<file path="src/hw/rtl/assert_macros.svh">
// Assertion macros for the RTL modules.
`ifndef ASSERT_MACROS_SVH
`define ASSERT_MACROS_SVH

// Concurrent assertion that is switched off while reset is asserted.
`define ASSERT_RST(lbl, clk, rst, prop) \
  lbl: assert property (@(posedge clk) disable iff (rst) prop) \
    else $error("assertion failed");

// Concurrent assertion that is checked at every clock edge, reset included.
`define ASSERT_ALWAYS(lbl, clk, prop) \
  lbl: assert property (@(posedge clk) prop) else $error("assertion failed");

`endif

</file>
<file path="src/hw/rtl/dvr_pkg.sv">
// Package with the types, constants and codes of the distinct value rank engine.
package dvr_pkg;

  localparam int VALUE_W     = 32;
  localparam int STORE_DEPTH = 64;
  localparam int ADDR_W      = $clog2(STORE_DEPTH);
  localparam int CNT_W       = ADDR_W + 1;
  localparam int MAX_COUNT   = 64;
  localparam int CAPACITY    = (MAX_COUNT > STORE_DEPTH) ? STORE_DEPTH :
                               ((MAX_COUNT < 1) ? 1 : MAX_COUNT);
  localparam int RANK_W      = 6;

  typedef logic signed [VALUE_W-1:0] value_t;
  typedef logic [ADDR_W-1:0]         addr_t;
  typedef logic [CNT_W-1:0]          cnt_t;
  typedef logic [RANK_W-1:0]         rank_t;

  typedef enum logic [1:0] {
    ST_OK   = 2'd0,
    ST_DUP  = 2'd1,
    ST_FULL = 2'd2
  } status_t;

  typedef enum logic [2:0] {
    S_IDLE,
    S_SCAN,
    S_WRITE,
    S_PIVOT_RD,
    S_PIVOT_LD,
    S_COUNT,
    S_EMIT_RANK,
    S_EMIT_ERR
  } state_t;

  // Commands from the controller to the datapath.
  typedef struct packed {
    logic    capture;
    logic    scan_start;
    logic    scan_run;
    logic    pivot_rd;
    logic    pivot_ld;
    logic    store_wr;
    logic    clear_store;
    logic    idx_clear;
    logic    idx_inc;
    logic    emit;
    logic    emit_err;
    status_t emit_status;
  } dvr_cmd_t;

  // Status from the datapath to the controller.
  typedef struct packed {
    logic dup_hit;
    logic scan_done;
    logic full;
    logic last_pivot;
    logic slot_free;
    logic item_final;
  } dvr_stat_t;

endpackage

</file>
<file path="src/hw/rtl/dvr_if.sv">
// Channel interfaces for the input values and the rank results.
interface dvr_in_if;
  logic               valid;
  logic               ready;
  dvr_pkg::value_t    value;
  logic               final_item;

  modport source (output valid, output value, output final_item, input ready);
  modport sink   (input valid, input value, input final_item, output ready);
endinterface

interface dvr_out_if;
  logic               valid;
  logic               ready;
  dvr_pkg::rank_t     rank;
  dvr_pkg::status_t   status;
  logic               last_result;

  modport source (output valid, output rank, output status, output last_result, input ready);
  modport sink   (input valid, input rank, input status, input last_result, output ready);
endinterface

</file>
<file path="src/hw/rtl/dvr_datapath.sv">
// Datapath: value store, scan counters, comparators, rank counter and output register.
`include "assert_macros.svh"

module dvr_datapath (
  input  logic               clk,
  input  logic               rst,
  input  dvr_pkg::value_t    in_value,
  input  logic               in_final,
  input  dvr_pkg::dvr_cmd_t  cmd,
  output dvr_pkg::dvr_stat_t stat,
  input  logic               out_ready,
  output logic               out_valid,
  output dvr_pkg::rank_t     out_rank,
  output dvr_pkg::status_t   out_status,
  output logic               out_last
);
  import dvr_pkg::*;

  value_t mem [STORE_DEPTH];
  value_t rdata;
  value_t item_value;
  value_t pivot;
  logic   item_final;
  cnt_t   stored_count;
  cnt_t   scan_idx;
  cnt_t   pivot_idx;
  cnt_t   pivot_idx_next;
  cnt_t   smaller;
  logic   cmp_vld;
  logic   rd_issue;
  logic   rd_en;
  addr_t  raddr;
  logic   full;
  logic   slot_free;

  assign rd_issue       = cmd.scan_run && (scan_idx < stored_count);
  assign rd_en          = rd_issue || cmd.pivot_rd;
  assign raddr          = cmd.pivot_rd ? pivot_idx[ADDR_W-1:0] : scan_idx[ADDR_W-1:0];
  assign full           = stored_count >= CNT_W'(CAPACITY);
  assign slot_free      = !out_valid || out_ready;
  assign pivot_idx_next = pivot_idx + CNT_W'(1);

  always_comb begin
    stat.dup_hit    = cmp_vld && (rdata == item_value);
    stat.scan_done  = (scan_idx == stored_count) && !cmp_vld;
    stat.full       = full;
    stat.last_pivot = pivot_idx_next == stored_count;
    stat.slot_free  = slot_free;
    stat.item_final = item_final;
  end

  // Value store: one write port, one registered read port.
  always_ff @(posedge clk) begin
    if (cmd.store_wr) begin
      mem[stored_count[ADDR_W-1:0]] <= item_value;
    end
    if (rd_en) begin
      rdata <= mem[raddr];
    end
  end

  always_ff @(posedge clk) begin
    if (cmd.capture) begin
      item_value <= in_value;
      item_final <= in_final;
    end
    if (cmd.pivot_ld) begin
      pivot <= rdata;
    end
  end

  always_ff @(posedge clk) begin
    if (rst) begin
      stored_count <= '0;
      scan_idx     <= '0;
      pivot_idx    <= '0;
      smaller      <= '0;
      cmp_vld      <= 1'b0;
    end else begin
      if (cmd.clear_store) begin
        stored_count <= '0;
      end else if (cmd.store_wr) begin
        stored_count <= stored_count + CNT_W'(1);
      end

      if (cmd.idx_clear) begin
        pivot_idx <= '0;
      end else if (cmd.idx_inc) begin
        pivot_idx <= pivot_idx_next;
      end

      if (cmd.scan_start) begin
        scan_idx <= '0;
        smaller  <= '0;
        cmp_vld  <= 1'b0;
      end else if (cmd.scan_run) begin
        if (rd_issue) begin
          scan_idx <= scan_idx + CNT_W'(1);
        end
        if (cmp_vld && (rdata < pivot)) begin
          smaller <= smaller + CNT_W'(1);
        end
        cmp_vld <= rd_issue;
      end else begin
        cmp_vld <= 1'b0;
      end
    end
  end

  // Output register.
  always_ff @(posedge clk) begin
    if (rst) begin
      out_valid <= 1'b0;
    end else if (cmd.emit) begin
      out_valid <= 1'b1;
    end else if (out_ready) begin
      out_valid <= 1'b0;
    end
  end

  always_ff @(posedge clk) begin
    if (cmd.emit) begin
      out_rank   <= cmd.emit_err ? '0 : smaller[RANK_W-1:0];
      out_status <= cmd.emit_status;
      out_last   <= cmd.emit_err || stat.last_pivot;
    end
  end

  `ASSERT_RST(a_count_in_range, clk, rst, stored_count <= CNT_W'(CAPACITY))
  `ASSERT_RST(a_no_write_when_full, clk, rst, cmd.store_wr |-> !full)
  `ASSERT_RST(a_emit_into_free_slot, clk, rst, cmd.emit |-> slot_free)
  `ASSERT_ALWAYS(a_reset_clears, clk, rst |=> !out_valid && stored_count == '0)

endmodule

</file>
<file path="src/hw/rtl/dvr_ctrl.sv">
// Controller state machine: sequences load, duplicate scan, ranking and result output.
module dvr_ctrl (
  input  logic               clk,
  input  logic               rst,
  input  logic               in_valid,
  input  logic               in_final,
  output logic               in_ready,
  input  dvr_pkg::dvr_stat_t stat,
  output dvr_pkg::dvr_cmd_t  cmd
);
  import dvr_pkg::*;

  state_t  state;
  state_t  state_next;
  logic    discarding;
  logic    discarding_next;
  status_t err_code;
  status_t err_code_next;
  logic    accept;

  assign accept = in_valid && (state == S_IDLE);

  always_ff @(posedge clk) begin
    if (rst) begin
      state      <= S_IDLE;
      discarding <= 1'b0;
      err_code   <= ST_OK;
    end else begin
      state      <= state_next;
      discarding <= discarding_next;
      err_code   <= err_code_next;
    end
  end

  // Next state.
  always_comb begin
    state_next      = state;
    discarding_next = discarding;
    err_code_next   = err_code;
    case (state)
      S_IDLE: begin
        if (accept) begin
          if (discarding) begin
            discarding_next = !in_final;
          end else begin
            state_next = S_SCAN;
          end
        end
      end
      S_SCAN: begin
        if (stat.dup_hit) begin
          err_code_next = ST_DUP;
          state_next    = S_EMIT_ERR;
        end else if (stat.scan_done) begin
          if (stat.full) begin
            err_code_next = ST_FULL;
            state_next    = S_EMIT_ERR;
          end else begin
            state_next = S_WRITE;
          end
        end
      end
      S_WRITE: begin
        state_next = stat.item_final ? S_PIVOT_RD : S_IDLE;
      end
      S_PIVOT_RD: begin
        state_next = S_PIVOT_LD;
      end
      S_PIVOT_LD: begin
        state_next = S_COUNT;
      end
      S_COUNT: begin
        if (stat.scan_done) begin
          state_next = S_EMIT_RANK;
        end
      end
      S_EMIT_RANK: begin
        if (stat.slot_free) begin
          state_next = stat.last_pivot ? S_IDLE : S_PIVOT_RD;
        end
      end
      S_EMIT_ERR: begin
        if (stat.slot_free) begin
          discarding_next = !stat.item_final;
          state_next      = S_IDLE;
        end
      end
      default: begin
        state_next = S_IDLE;
      end
    endcase
  end

  // Outputs.
  always_comb begin
    cmd             = '0;
    cmd.emit_status = ST_OK;
    in_ready        = 1'b0;
    case (state)
      S_IDLE: begin
        in_ready       = 1'b1;
        cmd.capture    = accept && !discarding;
        cmd.scan_start = accept && !discarding;
      end
      S_SCAN: begin
        cmd.scan_run = 1'b1;
      end
      S_WRITE: begin
        cmd.store_wr  = 1'b1;
        cmd.idx_clear = 1'b1;
      end
      S_PIVOT_RD: begin
        cmd.pivot_rd = 1'b1;
      end
      S_PIVOT_LD: begin
        cmd.pivot_ld   = 1'b1;
        cmd.scan_start = 1'b1;
      end
      S_COUNT: begin
        cmd.scan_run = 1'b1;
      end
      S_EMIT_RANK: begin
        if (stat.slot_free) begin
          cmd.emit        = 1'b1;
          cmd.emit_status = ST_OK;
          cmd.idx_inc     = 1'b1;
          cmd.clear_store = stat.last_pivot;
        end
      end
      S_EMIT_ERR: begin
        if (stat.slot_free) begin
          cmd.emit        = 1'b1;
          cmd.emit_err    = 1'b1;
          cmd.emit_status = err_code;
          cmd.clear_store = 1'b1;
        end
      end
      default: begin
        in_ready = 1'b0;
      end
    endcase
  end

endmodule

</file>
<file path="src/hw/rtl/distinct_value_rank_engine_unit.sv">
// Top level of the distinct value rank engine: controller plus datapath.
//
//   Channel   Direction  Payload                          Handshake
//   items     in         value[31:0] signed, final_item   valid / ready
//   results   out        rank[5:0], status[1:0], last     valid / ready
//
// A value that is not marked final is scanned against the values already held
// and then written to the store before the next value is taken. The duplicate
// scan reads the store once per cycle through its single registered read port.
// Once a final value is stored, one result is produced for each value held:
// one read fetches the value being ranked and a full pass over the store
// counts the smaller values. An error result is emitted after the duplicate
// scan. While the block is discarding the rest of a rejected set, it takes one
// transaction per cycle and gives no result.
// Synchronous reset empties the store and clears the discard flag; no
// clearing pass is needed because only written entries are ever read.
// New items are taken only in the idle state; a finished result waits in the
// output register, and only the next result is held back by a stalled sink.
module distinct_value_rank_engine_unit (
  input  logic      clk,
  input  logic      rst,
  dvr_in_if.sink    items,
  dvr_out_if.source results
);
  import dvr_pkg::*;

  dvr_cmd_t  cmd;
  dvr_stat_t stat;

  // The controller owns the input handshake and sequences every step of
  // the scan and ranking passes.
  dvr_ctrl u_ctrl (
    .clk      (clk),
    .rst      (rst),
    .in_valid (items.valid),
    .in_final (items.final_item),
    .in_ready (items.ready),
    .stat     (stat),
    .cmd      (cmd)
  );

  // The datapath holds the store, the counters and the output register that
  // drives the result channel.
  dvr_datapath u_datapath (
    .clk        (clk),
    .rst        (rst),
    .in_value   (items.value),
    .in_final   (items.final_item),
    .cmd        (cmd),
    .stat       (stat),
    .out_ready  (results.ready),
    .out_valid  (results.valid),
    .out_rank   (results.rank),
    .out_status (results.status),
    .out_last   (results.last_result)
  );

endmodule
</file>
<file path="src/flat_wrapper.sv">
// flat-port wrapper written by rule: the top's interface ports become plain ports
module distinct_value_rank_engine_unit_flat import dvr_pkg::*;
  (clk, rst, items_valid, items_value, items_final_item, items_ready, results_valid, results_rank, results_status, results_last_result, results_ready);
  dvr_in_if items_i ();
  dvr_out_if results_i ();
  input  logic clk;
  input  logic rst;
  input wire logic [$bits(items_i.valid)-1:0] items_valid;
  input wire logic [$bits(items_i.value)-1:0] items_value;
  input wire logic [$bits(items_i.final_item)-1:0] items_final_item;
  output wire logic [$bits(items_i.ready)-1:0] items_ready;
  output wire logic [$bits(results_i.valid)-1:0] results_valid;
  output wire logic [$bits(results_i.rank)-1:0] results_rank;
  output wire logic [$bits(results_i.status)-1:0] results_status;
  output wire logic [$bits(results_i.last_result)-1:0] results_last_result;
  input wire logic [$bits(results_i.ready)-1:0] results_ready;
  assign items_i.valid = items_valid;
  assign items_i.value = items_value;
  assign items_i.final_item = items_final_item;
  assign items_ready = items_i.ready;
  assign results_valid = results_i.valid;
  assign results_rank = results_i.rank;
  assign results_status = results_i.status;
  assign results_last_result = results_i.last_result;
  assign results_i.ready = results_ready;
  distinct_value_rank_engine_unit u_core (.clk(clk), .rst(rst), .items(items_i), .results(results_i));
endmodule
</file>
<file path="config.mk">
export PLATFORM = sky130hd
export DESIGN_NAME = distinct_value_rank_engine_unit_flat
export DESIGN_NICKNAME = d
export VERILOG_FILES = /design/src/hw/rtl/dvr_pkg.sv /design/src/hw/rtl/dvr_if.sv /design/src/hw/rtl/dvr_datapath.sv /design/src/hw/rtl/dvr_ctrl.sv /design/src/hw/rtl/distinct_value_rank_engine_unit.sv /design/src/flat_wrapper.sv
export VERILOG_INCLUDE_DIRS = /design/src /design/src/hw/rtl
export SDC_FILE = /design/constraint.sdc
export NUM_CORES = 2
export LEC_CHECK = 0
export BUFFER_PORTS_ARGS = -buffer_cell sky130_fd_sc_hd__buf_2
export CAP_MARGIN = 20
export CORE_UTILIZATION = 40
export DETAILED_ROUTE_END_ITERATION = 10
export PLACE_DENSITY_LB_ADDON = 0.12
export REMOVE_ABC_BUFFERS = 1
export SLEW_MARGIN = 20
export SYNTH_ARGS = -nofsm -noshare
export SYNTH_HDL_FRONTEND = slang
export SYNTH_SLANG_ARGS = --single-unit
</file>
<file path="constraint.sdc">
create_clock -name clk -period 4.8 [get_ports clk]
set_input_delay 0.96 -clock clk [delete_from_list [all_inputs] [get_ports clk]]
set_output_delay 0.96 -clock clk [all_outputs]
set_load 0.02 [all_outputs]
</file>
# Word level (Yosys, flattened, before mapping)
# Memory sizes are Yosys's and may differ from the RTL's. A register that Yosys moved wholly into a read port is not among the register bits.
# Cells that the tools add are included.
[totals]
memories = 1
ram_bits = 2048
inputBits = 37
rom_bits = 0
register_bits = 110
latch_bits = 0
output_inout_bits = 11
word_cells = 108
[classes]
reduce_logical = 30
eq_ne = 16
addsub = 4
mux = 38
n_lt_le_gt_ge = 3
n_shift = 0
n_div = 0
n_mul = 0
bitwise_logic = 1
[mem_list]
columns = ["name", "depth", "width", "rd", "rd_ports_with_merged_regs", "write_ports", "line_no", "text"]
rows = [
  ["u_core.u_datapath.mem", 64, 32, 1, 1, 1, "dvr_datapath.sv:19", "value_t mem [STORE_DEPTH];"],
]
[ops]
columns = ["op", "n"]
rows = [
  ["$eq 32x32->1", 1],
  ["$lt 32x32->1", 1],
  ["$add 7x1->7 const B", 4],
  ["$mux 3", 8],
  ["$pmux 3 s8", 1],
  ["$mux 1", 17],
  ["$eq 7x7->1", 2],
  ["$eq 3x3->1 const B", 4],
  ["$mux 2", 6],
  ["$ne 2x2->1 const B", 4],
  ["$pmux 1 s2", 4],
  ["$reduce_bool 2->1", 4],
  ["$reduce_or 2->1", 4],
  ["$ge 7x7->1 const B", 1],
  ["$lt 7x7->1", 1],
  ["$eq 3x2->1 const B", 2],
  ["$logic_and 1x1->1", 6],
  ["$mux 6", 1],
  ["$reduce_and 2->1", 3],
  ["$reduce_and 3->1", 2],
  ["$reduce_and 6->1", 1],
  ["$logic_not 1->1", 5],
  ["$mux 4", 1],
  ["$eq 3x1->1 const B", 1],
  ["6 further kinds", 8],
]

# Depth between registers and ports, before layout
[depth]
ltp_word = 5
mapped_depth = 15
mapped_depth_nobuf = 9

# Modules after synthesis
# Synthesis repeated with hierarchy kept, for this count alone.
[unflattened]
hier_cells = 6014
area_unflattened_um2 = 86933.4
[modules_own_cells]
columns = ["mod", "seq_area_each_um2", "cells_each", "area_per_inst_um2", "n_inst"]
rows = [
  ["dvr_datapath", 65262.6, 5954, 86464.2, 1],
  ["dvr_ctrl", 120.1, 60, 469.2, 1],
]

# Worst setup path before layout
# Ideal clock, no wire load.
[synth_path]
kind = "input to register"
from = "in items_valid"
to = "reg u_core.u_datapath.item_final (enable)"
t_required_ns = 4.294
path_slack_ns = 0.094
cell_stages = 2
arrival_ns = 4.200
setup_ns = 0.506
path_buffers = 0
path_cell_list = "nand2b_1 -> nor4_1"
[synth_rtl]
columns = ["element", "line_no", "text"]
rows = [
  ["start: declaration", "flat_wrapper.sv:8", "input wire logic [$bits(items_i.valid)-1:0] items_valid;"],
  ["end signal: assignment", "dvr_datapath.sv:65", "item_final <= in_final;"],
  ["end: declaration", "dvr_datapath.sv:23", "logic item_final;"],
]

# Final worst setup path
[layout_path]
from = "reg u_core.u_ctrl.state[0]"
to = "reg u_core.u_datapath.rdata[13], read port of u_core.u_datapath.mem (data pin)"
[layout_via]
elab_chain_len = 5
elab_cells_between_ends = 9
classes_between = "eq/ne: 3; mux: 3; reduce/logical: 3"
[layout_rtl]
columns = ["element", "line_no", "text"]
rows = [
  ["start: declaration", "dvr_ctrl.sv:13", "state_t state;"],
  ["start signal: assignment", "dvr_ctrl.sv:29", "state <= state_next;"],
  ["$eq 3x3->1 / $eq 3x1->1 (equally long branches)", "dvr_ctrl.sv:99", "case (state)"],
  ["$reduce_or 2->1 (no source line)", "-", ""],
  ["$mux 1", "dvr_ctrl.sv:99", ""],
  ["$logic_and 1x1->1", "dvr_datapath.sv:36", "assign rd_issue = cmd.scan_run && (scan_idx < stored_count);"],
  ["$logic_or 1x1->1", "dvr_datapath.sv:37", "assign rd_en = rd_issue || cmd.pivot_rd;"],
  ["end: declaration", "dvr_datapath.sv:20", "value_t rdata;"],
]
# Parallel ways exist; a longest one is shown, timed or not.
# A chain may end at the register's enable or synchronous reset.

==> results.toml <==
[yosys]
synth.top_cells.by_count = "2154 x edfxtp_1, 917 x nand2_1, 429 x nand3_1"
synth_enable_flop_cells = 2154
post_synth.cell_area_avg_um2 = 16.3
netlist.top_cell.by_area = "edfxtp_1"
synth.yosys.warnings = 0
synth_cell_types = 73
ys_top_cells_by_area = "edfxtp_1 75%, mux4_2 5.2%, nand2_1 4.0%"
netlist.area_leader.share_pct = 75.3
syn_area_um2 = 85900
yosysMostFrequentCell = "edfxtp_1"
synth_simple_gate_area_share_pct = 8.53
dominant_combinational_cell_family_by_area_after_synthesis = "simple AND/OR/NAND/NOR gates"
post_synth_xor_area_fraction_pct = 0.571
postSynth.topFlopCell = "edfxtp_1"
synth_compound_area_share_pct = 4.04
synth_mux_area_share_pct = 8.22
synth_async_sr_flop_share_pct = 0
synthesis.instances = 5257
synth_fa_ha_area_share_pct = 0.626
postSynthRegisterBits = 2189
synth_sequential_area_ratio_pct = 76.1

[pwr]
p_per_area_nw_per_um2 = 417
power.static_leakage_nw = 33.4
max-vdd-ir-drop_mv = 0.403
power_w = 0.0411

[timing]
fmax_ghz = 0.232
post-route-period-util_pct = 89.9
slew_viol_final = 0
finalClockSkew_ps = 50.5
unrepaired_setup_endpoints_after_global_routing = "no"
layout_setup_ws_ps = 483
hold_ws_ps = 240
layout_min_cycle_time_ps = 4320
fin_setup_tns_ps = 0
setup_violations = 0
hold_viol_final = 0
worst_slew_margin_rel_pct = 22.0
timing_worst_slew_pin_value_ps = 1160

[clocking]
cts_hold_buf = 0
post-cts-setup-buffers = 0
cts_max_path_buffers = 3
post_cts.resized_instances = 0
worst_setup_hold_path_clk_slew_ps = 60
cts-buffers-inserted = 228
ctsHtreeMaxLevel = 4
root_buffer = "clkbuf_16"
clock_sink_count = 2189
clock_latency_late_sink_ps = 890
cts_tree = "yes"

[worst_setup_path]
critical_path.startpoint_type = "flop"
worstSetupEndpoint = "u_core.u_datapath.rdata[13]"
worst_reg2reg_path_endpoint = "u_core.u_datapath.rdata[13]"
crit_path_top_delay_cell = "o21ai_0"
cp.required_ps = 5420
critical_path.max_stage_delay_ps = 640
setup.worst_path.class = "flop to flop"
crit_fanout = 74
timing.reg2reg.worst_path_depth = 10
critical_path_origin = "u_core.u_ctrl.state[0]"
endpoint_kind_of_the_worst_setup_timing_path = "flop"
timing.critical_path.arrival_ps = 4940
ff2ff_setup_slack_ps = 480
timing.critical_path.cells = "nand3b_4 > a21oi_4 > buf_12 > buf_12 > buf_4 > mux2i_1 > mux2i_1 > o21ai_0 > o221ai_1 > or3_1"
r2r_start = "u_core.u_ctrl.state[0]"

[routing]
drt_iter0_markers = 6555
final_antenna_net_count = 0
drt-pass1-iter-count = 6
routed_wirelength_um = 283000
wl_per_cell_um = 33.1
num_vias = 50000
remaining_drc_errors = 0
via_density = 5.85

[place]
dp_hpwl_um = 172000
dpl-instance-area_um2 = 91500
placement.setup.worst_slack_ps = 518
numPortBuffers = 47
globalplace.congestion = 0.857

[hold_path]
worst_hold_path_type = "input port to flop"
worstHoldStart = "items_value[11]"
whs_path_depth = 1

[finish]
finalNetCount = 5612
drive_above_1_share_pct = 16.2
postLayoutCellArea_um2 = 98600
area_growth_pct = 14.7

[die]
die_height_um = 466
core_region_area_um2 = 213000
dieArea_um2 = 217000
number_of_placement_rows = 169
die_w_um = 466
floorplan.initialDensity_pct = 40.4
pin_count = 48

[global_route]
grt_start_max_net_pins = 75
grt_first_pass_wirelength_um = 392000
grt_util_all_layers_pct = 26.0
antenna_found_initial = 13
globalRouteOverflowTotal = 0
grt_pass1_vias = 47800

[status]
status = "finished, final reports clean"

[run]
cap_viol_max_count = 0
registers in the layout (all words and copies together) (netlist names):
register and cells:
u_core.u_ctrl.discarding 1, u_core.u_ctrl.err_code 2, u_core.u_ctrl.state 3, u_core.u_datapath.cmp_vld 1, u_core.u_datapath.item_final 1, u_core.u_datapath.item_value 32
u_core.u_datapath.mem 2048, u_core.u_datapath.out_last 1, u_core.u_datapath.out_rank 6, u_core.u_datapath.out_status 2, u_core.u_datapath.out_valid 1, u_core.u_datapath.pivot 32
u_core.u_datapath.pivot_idx 7, u_core.u_datapath.rdata 32, u_core.u_datapath.scan_idx 7, u_core.u_datapath.smaller 6, u_core.u_datapath.stored_count 7
cell usage in the layout (no fill, tap or decap), types with 16 or more instances in the layout:
cell type / count
and2_1: 16
a311oi_1: 19
a32o_1: 17
clkbuf_16: 229
nand4_1: 46
edfxtp_1: 2154
clkbuf_1: 58
dfxtp_1: 35
or3_1: 17
buf_12: 38
o22ai_1: 24
a211oi_1: 30
nor2_1: 73
a21oi_1: 91
nand3_1: 429
clkinv_1: 64
mux4_2: 199
o211ai_1: 25
xnor2_1: 17
ha_1: 43
xor2_1: 39
o2111ai_1: 36
nor3_1: 23
inv_1: 61
a31oi_1: 41
nand2_1: 917
buf_4: 250
buf_2: 47
o21ai_0: 36
clkinv_2: 33
a22oi_1: 79
mux2i_1: 245
nor2_4: 68
or4_1: 16
report_power, final:
part | switching (W) | internal (W) | total, W
registers | 0.000243 | 0.0218 | 0.0220
logic | 0.00172 | 0.000471 | 0.00219
clock network | 0.00746 | 0.00944 | 0.0169
total | 0.00942 | 0.0317 | 0.0411
layer usage:
| metal | track usage, % | wire [um] | part of all wire (%) |
|---|---|---|---|
| met5 | 0 | 13 | 0.0046 |
| met4 | 7.05 | 7470 | 2.6 |
| met3 | 4.64 | 23100 | 8.2 |
| met2 | 39.6 | 128000 | 45 |
| met1 | 38.2 | 124000 | 44 |
critical path, delay by kind of cell (launching register included):
family / cells / cell delay [ps]
AND/OR/NAND/NOR: 2 / 790
multiplexers: 2 / 380
buffers and inverters: 3 / 1140
flip-flops: 1 / 380
AO/OA/AOI/OAI: 3 / 1250
worst min-delay path by stage:
stage / end
2_1_floorplan: u_core.u_ctrl.err_code[0]
3_3_place_gp: u_core.u_ctrl.err_code[0]
3_5_place_dp: u_core.u_ctrl.err_code[0]
4_1_cts: u_core.u_datapath.item_value[11]
5_1_grt: u_core.u_datapath.item_value[6]
6_report: u_core.u_datapath.item_value[11]
cell families after synthesis:
group | Yosys count
multiplexers | 455
AO/OA/AOI/OAI | 490
XOR/XNOR | 56
buffers and inverters | 351
flip-flops | 2189
AND/OR/NAND/NOR | 1673
adder cells (fa/ha/maj) | 43
through the flow:
stage / utilization (%) / cells
after global placement: 43.0 / 8119
after global routing: 46.3 / 8547
after CTS: 46.3 / 8542
after floorplan: - / 4967
after detailed placement: 43.0 / 8123
final: 46.3 / 8552
area by class of cell:
class,count,area (um2)
clock inverter,132,1090
timing repair buffer,335,2870
antenna,10,25.0
tap,2821,3530
fill,18400,114000
multi-input combinational,2717,19500
clock buffer,287,5950
sequential,2189,65400
inverter,61,229
(Power assumes the default switching activity.)
